<file path="src/sfr_pkg.sv">
// shared constants and crc helper for the sync crc frame receiver
`timescale 1ns / 1ps
`default_nettype none
package sfr_pkg;
	localparam int BufBytes = 64;
	localparam int AddrW = $clog2(BufBytes);
	localparam int FillW = AddrW + 1;
	localparam logic [7:0] SyncA = 8'h55;
	localparam logic [7:0] SyncB = 8'hAA;
	localparam logic [15:0] CrcPoly = 16'hA001;
	localparam logic [15:0] CrcInit = 16'hFFFF;
	localparam logic [FillW-1:0] MinHold = FillW'(10);
	localparam logic [15:0] MaxPayload = 16'd54;
	localparam logic [AddrW-1:0] HdrBytes = AddrW'(8);

	// one byte through the reflected crc-16, bit by bit
	function automatic logic [15:0] crc_byte(input logic [15:0] crc_in, input logic [7:0] b);
		logic [15:0] c;
		c = crc_in ^ {8'h00, b};
		for (int i = 0; i < 8; i++) begin
			c = c[0] ? ((c >> 1) ^ CrcPoly) : (c >> 1);
		end
		return c;
	endfunction
endpackage
`default_nettype wire

</file>
<file path="src/sfr_buf.sv">
// byte store ram, one write port and one registered read port
`timescale 1ns / 1ps
`default_nettype none
module sfr_buf
	import sfr_pkg::*;
(
	input wire logic clk,
	input wire logic we,
	input wire logic [AddrW-1:0] waddr,
	input wire logic [7:0] wdata,
	input wire logic [AddrW-1:0] raddr,
	output logic [7:0] rdata
);
	logic [7:0] mem [BufBytes];

	always_ff @(posedge clk) begin
		if (we) begin
			mem[waddr] <= wdata;
		end
		rdata <= mem[raddr];
	end
endmodule
`default_nettype wire

</file>
<file path="src/sync_crc_frame_receiver_core.sv">
// top level: byte deframer with sync search, header check and crc-16
`timescale 1ns / 1ps
`default_nettype none
// Takes one received byte per transfer into a 64-byte circular store and then
// parses: sync search for 0x55 0xAA, version and length check, CRC-16 (0xA001
// reflected, init 0xFFFF) over bytes 2..7 and the payload, then one result per
// payload byte (one for an empty frame). All parsing runs on a single read port
// of the store with a registered read, and s_tready is low meanwhile. A byte
// that leaves fewer than ten bytes held sends the parser straight back to idle.
// Otherwise each parse pass scans bytes up to the sync pair, reads the header,
// runs the crc, reads the two check bytes and then emits the results;
// a rejected header drops one byte and repeats the pass, and a waiting result
// stalls the parser until it is taken.
module sync_crc_frame_receiver_core
	import sfr_pkg::*;
(
	input wire logic clk,
	input wire logic arst_n,
	input wire logic s_tvalid,
	output logic s_tready,
	input wire logic [7:0] s_tdata, // [7:0] rx_byte
	output logic m_tvalid,
	input wire logic m_tready,
	// [7:0] message_type, [15:8] command_id, [23:16] sequence_res,
	// [29:24] payload_length, [37:30] payload_byte, [39:38] zero
	output logic [39:0] m_tdata,
	output logic [0:0] m_tuser, // [0] byte_present
	output logic m_tlast,
	input wire logic cfg_valid,
	output logic cfg_ready,
	input wire logic [7:0] cfg_data
);
	typedef enum logic [3:0] {
		S_IDLE, S_CHECK, S_SCAN_RD, S_SCAN_USE, S_HDR_RD, S_HDR_USE,
		S_CRC_RD, S_CRC_USE, S_RC_RD, S_RC_USE, S_EMIT_RD, S_EMIT_USE
	} state_t;

	state_t state_q;
	logic [AddrW-1:0] head_q;
	logic [FillW-1:0] fill_q;
	logic [FillW-1:0] off_q;
	logic [7:0] prev_q;
	logic [7:0] version_q;
	logic [7:0] mtype_q, cmd_q, seq_q, plo_q, phi_q;
	logic [15:0] crc_q;
	logic [7:0] rclo_q;
	logic [39:0] out_data_q;
	logic out_user_q, out_last_q, out_valid_q;
	logic [7:0] rdata;
	logic [AddrW-1:0] raddr;
	logic in_xfer;
	logic [FillW-1:0] plen7, flen7;
	logic [15:0] plen16;

	assign in_xfer = s_tvalid && s_tready;
	assign s_tready = (state_q == S_IDLE);
	assign cfg_ready = 1'b1;
	assign raddr = head_q + off_q[AddrW-1:0];
	assign plen16 = {phi_q, plo_q};
	assign plen7 = plo_q[FillW-1:0];
	assign flen7 = plen7 + FillW'(10);

	assign m_tvalid = out_valid_q;
	assign m_tdata = out_data_q;
	assign m_tuser = out_user_q;
	assign m_tlast = out_last_q;

	sfr_buf u_buf (
		.clk(clk),
		.we(in_xfer && (fill_q < FillW'(BufBytes))),
		.waddr(head_q + fill_q[AddrW-1:0]),
		.wdata(s_tdata),
		.raddr(raddr),
		.rdata(rdata)
	);

	always_ff @(posedge clk or negedge arst_n) begin
		if (!arst_n) begin
			version_q <= 8'd1;
		end else if (cfg_valid && cfg_ready) begin
			version_q <= cfg_data;
		end
	end

	always_ff @(posedge clk or negedge arst_n) begin
		if (!arst_n) begin
			state_q <= S_IDLE;
			head_q <= '0;
			fill_q <= '0;
			off_q <= '0;
			prev_q <= '0;
			mtype_q <= '0;
			cmd_q <= '0;
			seq_q <= '0;
			plo_q <= '0;
			phi_q <= '0;
			crc_q <= '0;
			rclo_q <= '0;
			out_data_q <= '0;
			out_user_q <= 1'b0;
			out_last_q <= 1'b0;
			out_valid_q <= 1'b0;
		end else begin
			if (out_valid_q && m_tready) begin
				out_valid_q <= 1'b0;
			end
			case (state_q)
				S_IDLE: begin
					if (in_xfer) begin
						// a full store is flushed and the new byte dropped
						fill_q <= (fill_q < FillW'(BufBytes)) ? fill_q + 1'b1 : '0;
						state_q <= S_CHECK;
					end
				end
				S_CHECK: begin
					off_q <= '0;
					state_q <= (fill_q < MinHold) ? S_IDLE : S_SCAN_RD;
				end
				S_SCAN_RD: state_q <= S_SCAN_USE;
				S_SCAN_USE: begin
					prev_q <= rdata;
					if (off_q != '0 && prev_q == SyncA && rdata == SyncB) begin
						head_q <= head_q + AddrW'(off_q - 1'b1);
						fill_q <= fill_q - (off_q - 1'b1);
						off_q <= FillW'(2);
						state_q <= ((fill_q - (off_q - 1'b1)) < MinHold) ? S_IDLE : S_HDR_RD;
					end else if (off_q == fill_q - 1'b1) begin
						fill_q <= '0;
						state_q <= S_IDLE;
					end else begin
						off_q <= off_q + 1'b1;
						state_q <= S_SCAN_RD;
					end
				end
				S_HDR_RD: state_q <= S_HDR_USE;
				S_HDR_USE: begin
					off_q <= off_q + 1'b1;
					state_q <= S_HDR_RD;
					case (off_q[2:0])
						3'd2: begin
							if (rdata != version_q) begin
								head_q <= head_q + 1'b1;
								fill_q <= fill_q - 1'b1;
								state_q <= S_CHECK;
							end
						end
						3'd3: mtype_q <= rdata;
						3'd4: cmd_q <= rdata;
						3'd5: seq_q <= rdata;
						3'd6: plo_q <= rdata;
						default: begin
							phi_q <= rdata;
							if ({rdata, plo_q} > MaxPayload) begin
								head_q <= head_q + 1'b1;
								fill_q <= fill_q - 1'b1;
								state_q <= S_CHECK;
							end else if (fill_q < plo_q[FillW-1:0] + FillW'(10)) begin
								state_q <= S_IDLE;
							end else begin
								crc_q <= CrcInit;
								off_q <= FillW'(2);
								state_q <= S_CRC_RD;
							end
						end
					endcase
				end
				S_CRC_RD: state_q <= S_CRC_USE;
				S_CRC_USE: begin
					crc_q <= crc_byte(crc_q, rdata);
					off_q <= off_q + 1'b1;
					state_q <= (off_q == plen7 + FillW'(7)) ? S_RC_RD : S_CRC_RD;
				end
				S_RC_RD: state_q <= S_RC_USE;
				S_RC_USE: begin
					if (off_q == flen7 - FillW'(2)) begin
						rclo_q <= rdata;
						off_q <= off_q + 1'b1;
						state_q <= S_RC_RD;
					end else if ({rdata, rclo_q} == crc_q) begin
						off_q <= FillW'(HdrBytes);
						state_q <= S_EMIT_RD;
					end else begin
						head_q <= head_q + flen7[AddrW-1:0];
						fill_q <= fill_q - flen7;
						state_q <= S_CHECK;
					end
				end
				S_EMIT_RD: state_q <= S_EMIT_USE;
				S_EMIT_USE: begin
					if (!out_valid_q || m_tready) begin
						out_valid_q <= 1'b1;
						out_user_q <= (plen16 != 16'd0);
						out_data_q <= {2'b00, (plen16 != 16'd0) ? rdata : 8'h00,
							plo_q[5:0], seq_q, cmd_q, mtype_q};
						// last item: empty frame or final payload byte
						if (plen16 == 16'd0 || off_q == plen7 + FillW'(7)) begin
							out_last_q <= 1'b1;
							head_q <= head_q + flen7[AddrW-1:0];
							fill_q <= fill_q - flen7;
							state_q <= S_CHECK;
						end else begin
							out_last_q <= 1'b0;
							off_q <= off_q + 1'b1;
							state_q <= S_EMIT_RD;
						end
					end
				end
				default: state_q <= S_IDLE;
			endcase
		end
	end
endmodule
`default_nettype wire

</file>
<file path="config.mk">
export PLATFORM = sky130hd
export DESIGN_NAME = sync_crc_frame_receiver_core
export DESIGN_NICKNAME = d
export VERILOG_FILES = /design/src/sfr_pkg.sv /design/src/sfr_buf.sv /design/src/sync_crc_frame_receiver_core.sv
export SDC_FILE = /design/constraint.sdc
export NUM_CORES = 1
export LEC_CHECK = 0
export BUFFER_PORTS_ARGS = -buffer_cell sky130_fd_sc_hd__buf_4
export CAP_MARGIN = 0
export CORE_MARGIN = 2
export CORE_UTILIZATION = 45
export DETAILED_ROUTE_END_ITERATION = 8
export PLACE_DENSITY = 0.72
export SKIP_LAST_GASP = 1
export SYNTH_ARGS = -nofsm -noshare
export SYNTH_HDL_FRONTEND = slang
export SYNTH_SLANG_ARGS = --single-unit
export TNS_END_PERCENT = 30
</file>
<file path="constraint.sdc">
create_clock -name clk -period 5 [get_ports clk]
set_input_delay 0.5 -clock clk [delete_from_list [all_inputs] [get_ports clk]]
set_output_delay 0.5 -clock clk [all_outputs]
set_load 0.1 [all_outputs]
</file>
==> flow_summary.toml <==
[finish]
fin_util = 0.515
syn2layout_area_growth_pct = 12.7
drive_gt1_frac = 0.235
n_fill_cell = 5116
nNetsFinal = 1933
n_antenna_cell = 0
stdcell_count = 2759

[clock_network]
htree_levels = 3
clock_latency_ns = 0.60
cts_sinks = 665
clk_pin_slew_ns = 0.06
post_cts_buffers = 0
cts_root_buffer = "clkbuf_16"
cts_tree = "yes"
ctsResizeCount = 0
cts_buffers = 68
cts_hold_buffers = 0
clockBufferDepth = 3

[detailed_routing]
wl_met1_mm = 27.2
vias_per_cell = 5.86
drc_errors = 0
top_layer_used = "met4"
drtPass1Iterations = 6
ant_nets = 0
initialDrtViolationCount = 1839
num_vias = 16200
met3_length_mm = 4.24
routed_wl_mm = 67.2
met2_length_mm = 33.6
wl_per_cell_um = 24.4

[worst_setup_path]
start_kind = "flop"
path_class = "reg2reg"
cp_data_arrival_time_ns = 4.75
timing.rr.start = "off_q[0]"
r2r-end = "u_buf.rdata[1]"
crit_start = "off_q[0]"
r2r_slack_ns = 0.67
critical_path_required_ns = 5.42
rr_worst_depth = 8
end_kind = "flop"
crit_fanout = 59

[synthesis]
synth-edff-count = 512
synth_cell_types = 90
ys_warn_count = 0
synth_top_family_by_area = "multiplexers"
synth_seq_area_share = 0.662
synth-xor-area-share = 0.0318
synth-compound-area-share = 0.0446
synthCells = 1778
synthMuxAreaShare = 0.154
ys_ff_latch = 665
synth-main-ff-cell = "edfxtp_1"
synthSimpleGateAreaFrac = 0.0669
synthAdderAreaFrac = 0.0215
syn_area_mm2 = 0.0289
synth_area_per_cell_um2 = 16.3
async_flop_share = 0.218

[placed_design]
gp_congestion = 0.916
place_hpwl_mm = 41.8
place_inst = 2642
io_buffers = 62
pre_cts_ws_ns = 0.728

[sta]
slew_viol_final = 0
rsz0062_at_grt = "no"
worst_pin_slew_ns = 1.16
finalCritPeriodShare = 0.866
finalSetupViolations = 0
relSlewSlack = 0.222
max_freq_mhz = 231
hold_viol = 0
setup_ws_ns = 0.670
tns_ns = 0
period_minus_slack_ns = 4.33
fin_skew_ns = 0.0237

[hold_path]
hold_class = "in2async"

[pwr]
max-vdd-ir-drop_mv = 0.714
p_leak_uw = 0.0117
powerDensity_mw_per_mm2 = 625

[outcome]
outcome = "finished, final reports clean"

[floorplanning]
pin_count = 66
rows = 92
initial_core_util = 0.457
core_area_mm2 = 0.0633
die_x_um = 258
die_h_um = 258
fp.dieArea_mm2 = 0.0663

[job]
cap_violations = 0

[grt]
overflow = 0
grt_antenna_before_repair = 0
grt_first_pass_wirelength_mm = 102
grt_max_degree = 101
grt_pass1_vias = 16500
grt_usage = 0.205
-- area by class of cell --
class,instances,area (um2),area share
clock buffers,88,1810,0.0554
clock inverters,29,292,0.00894
inverters,28,105,0.00322
multi-input cells,996,9330,0.286
flip-flops and latches,665,19200,0.588
well taps,846,1060,0.0325
repair buffers,107,845,0.0259
-- cells by family (layout without fill, tap and decap cells) --
family          count (synthesis)  in the layout
other cells                     2              3
flops                         665            665
xor+xnor                       99             99
fa+ha+maj                      47             47
buf+inv                       118            252
compound gates                195            195
mux                           238            238
simple gates                  414            414
-- registers in the layout, summed over array words and instances (netlist names) --
signal       count
cmd_q            8
crc_q           16
fill_q           7
head_q           6
m_tdata         38
m_tlast          1
m_tuser          1
m_tvalid         1
mtype_q          8
off_q            7
phi_q            8
plo_q            8
prev_q           8
rclo_q           8
seq_q            8
state_q          4
u_buf.mem      512
u_buf.rdata      8
version_q        8
-- worst max-delay path: stages, from the launching register on --
cell and delay (ns):
dfrtp_1 0.50, ha_4 0.23, fa_4 1.16, buf_12 0.39, mux4_2 0.38, mux4_2 0.47
nor2b_1 0.15, a211oi_1 0.67, a21oi_1 0.09
-- through the flow --
step	cell area [um2]	power, uW	hold slack [ns]
after floorplan	28900	13100	0.204
after global placement	30500	15500	0.442
after detailed placement	30500	15700	0.457
after CTS	32600	20500	0.0425
after global routing	32600	21300	0.0939
final	32600	20400	0.0193
-- where the power goes --
part / switching (uW) / leakage [uW] / internal [uW] / total, uW
clock: 2060 / 0.00102 / 2770 / 4820
sequential: 430 / 0.00663 / 6160 / 6590
combinational: 4680 / 0.00408 / 4270 / 8950
-- cell usage after synthesis, drive strengths merged, types with 5 or more instances --
cell type    n  area [um2]
dfxtp        8         160
nand3b       5        37.5
a31oi        5        31.3
o221ai       5        56.3
nand3       27         135
nor3        23         120
ha          41         513
nand4        6        37.5
inv         28         105
mux2        68         766
nor4        15         130
xnor2       57         499
o22ai        8        50.1
nor2       107         402
and3         6        37.5
a21o         7        52.6
fa           5         100
clkbuf      51         191
nor2b       18         113
dfrtp      144        3600
buf         39         224
and2         8        50.1
mux4       160        3600
edfxtp     512       15400
xor2        40         377
nand2b      10        70.1
a21oi       52         272
o211ai       5        37.5
nand2      168         631
a211oi      14         110
mux2i       10         100
o21ai       53         265
o21bai       7        52.6
-- worst max path at each step --
stage / cells past startpoint / slack (ns) / endpoint
2_1_floorplan: 5 / 0.95 / u_buf.mem[14][0]
3_3_place_gp: 8 / 0.79 / u_buf.rdata[1]
3_5_place_dp: 8 / 0.73 / u_buf.rdata[1]
4_1_cts: 8 / 0.71 / u_buf.rdata[1]
5_1_grt: 8 / 0.52 / u_buf.rdata[1]
6_report: 8 / 0.67 / u_buf.rdata[1]
-- layout by cell type, fill, tap and decap left out, types with 9 or more instances in the layout --
master	count
clkbuf_16	68
xor2_1	38
nand3_1	27
o21ai_0	52
mux4_2	160
xnor2_1	53
edfxtp_1	512
nor2b_1	18
nor4_1	11
mux2i_1	10
clkinv_1	12
nand2b_1	9
clkbuf_1	17
nor3_1	21
mux2_2	67
inv_1	28
dfrtp_1	144
a211oi_1	13
a21oi_1	51
buf_4	103
ha_1	40
nand2_1	168
nor2_1	106
-- metal layers --
layer | vias up | track usage
met2 | 620 | 0.344
met5 | - | 0
met3 | 145 | 0.0361
met1 | 8365 | 0.272
met4 | 0 | 0.0694
li1 | 7043 | -
Power figures use the tool's default switching activity.
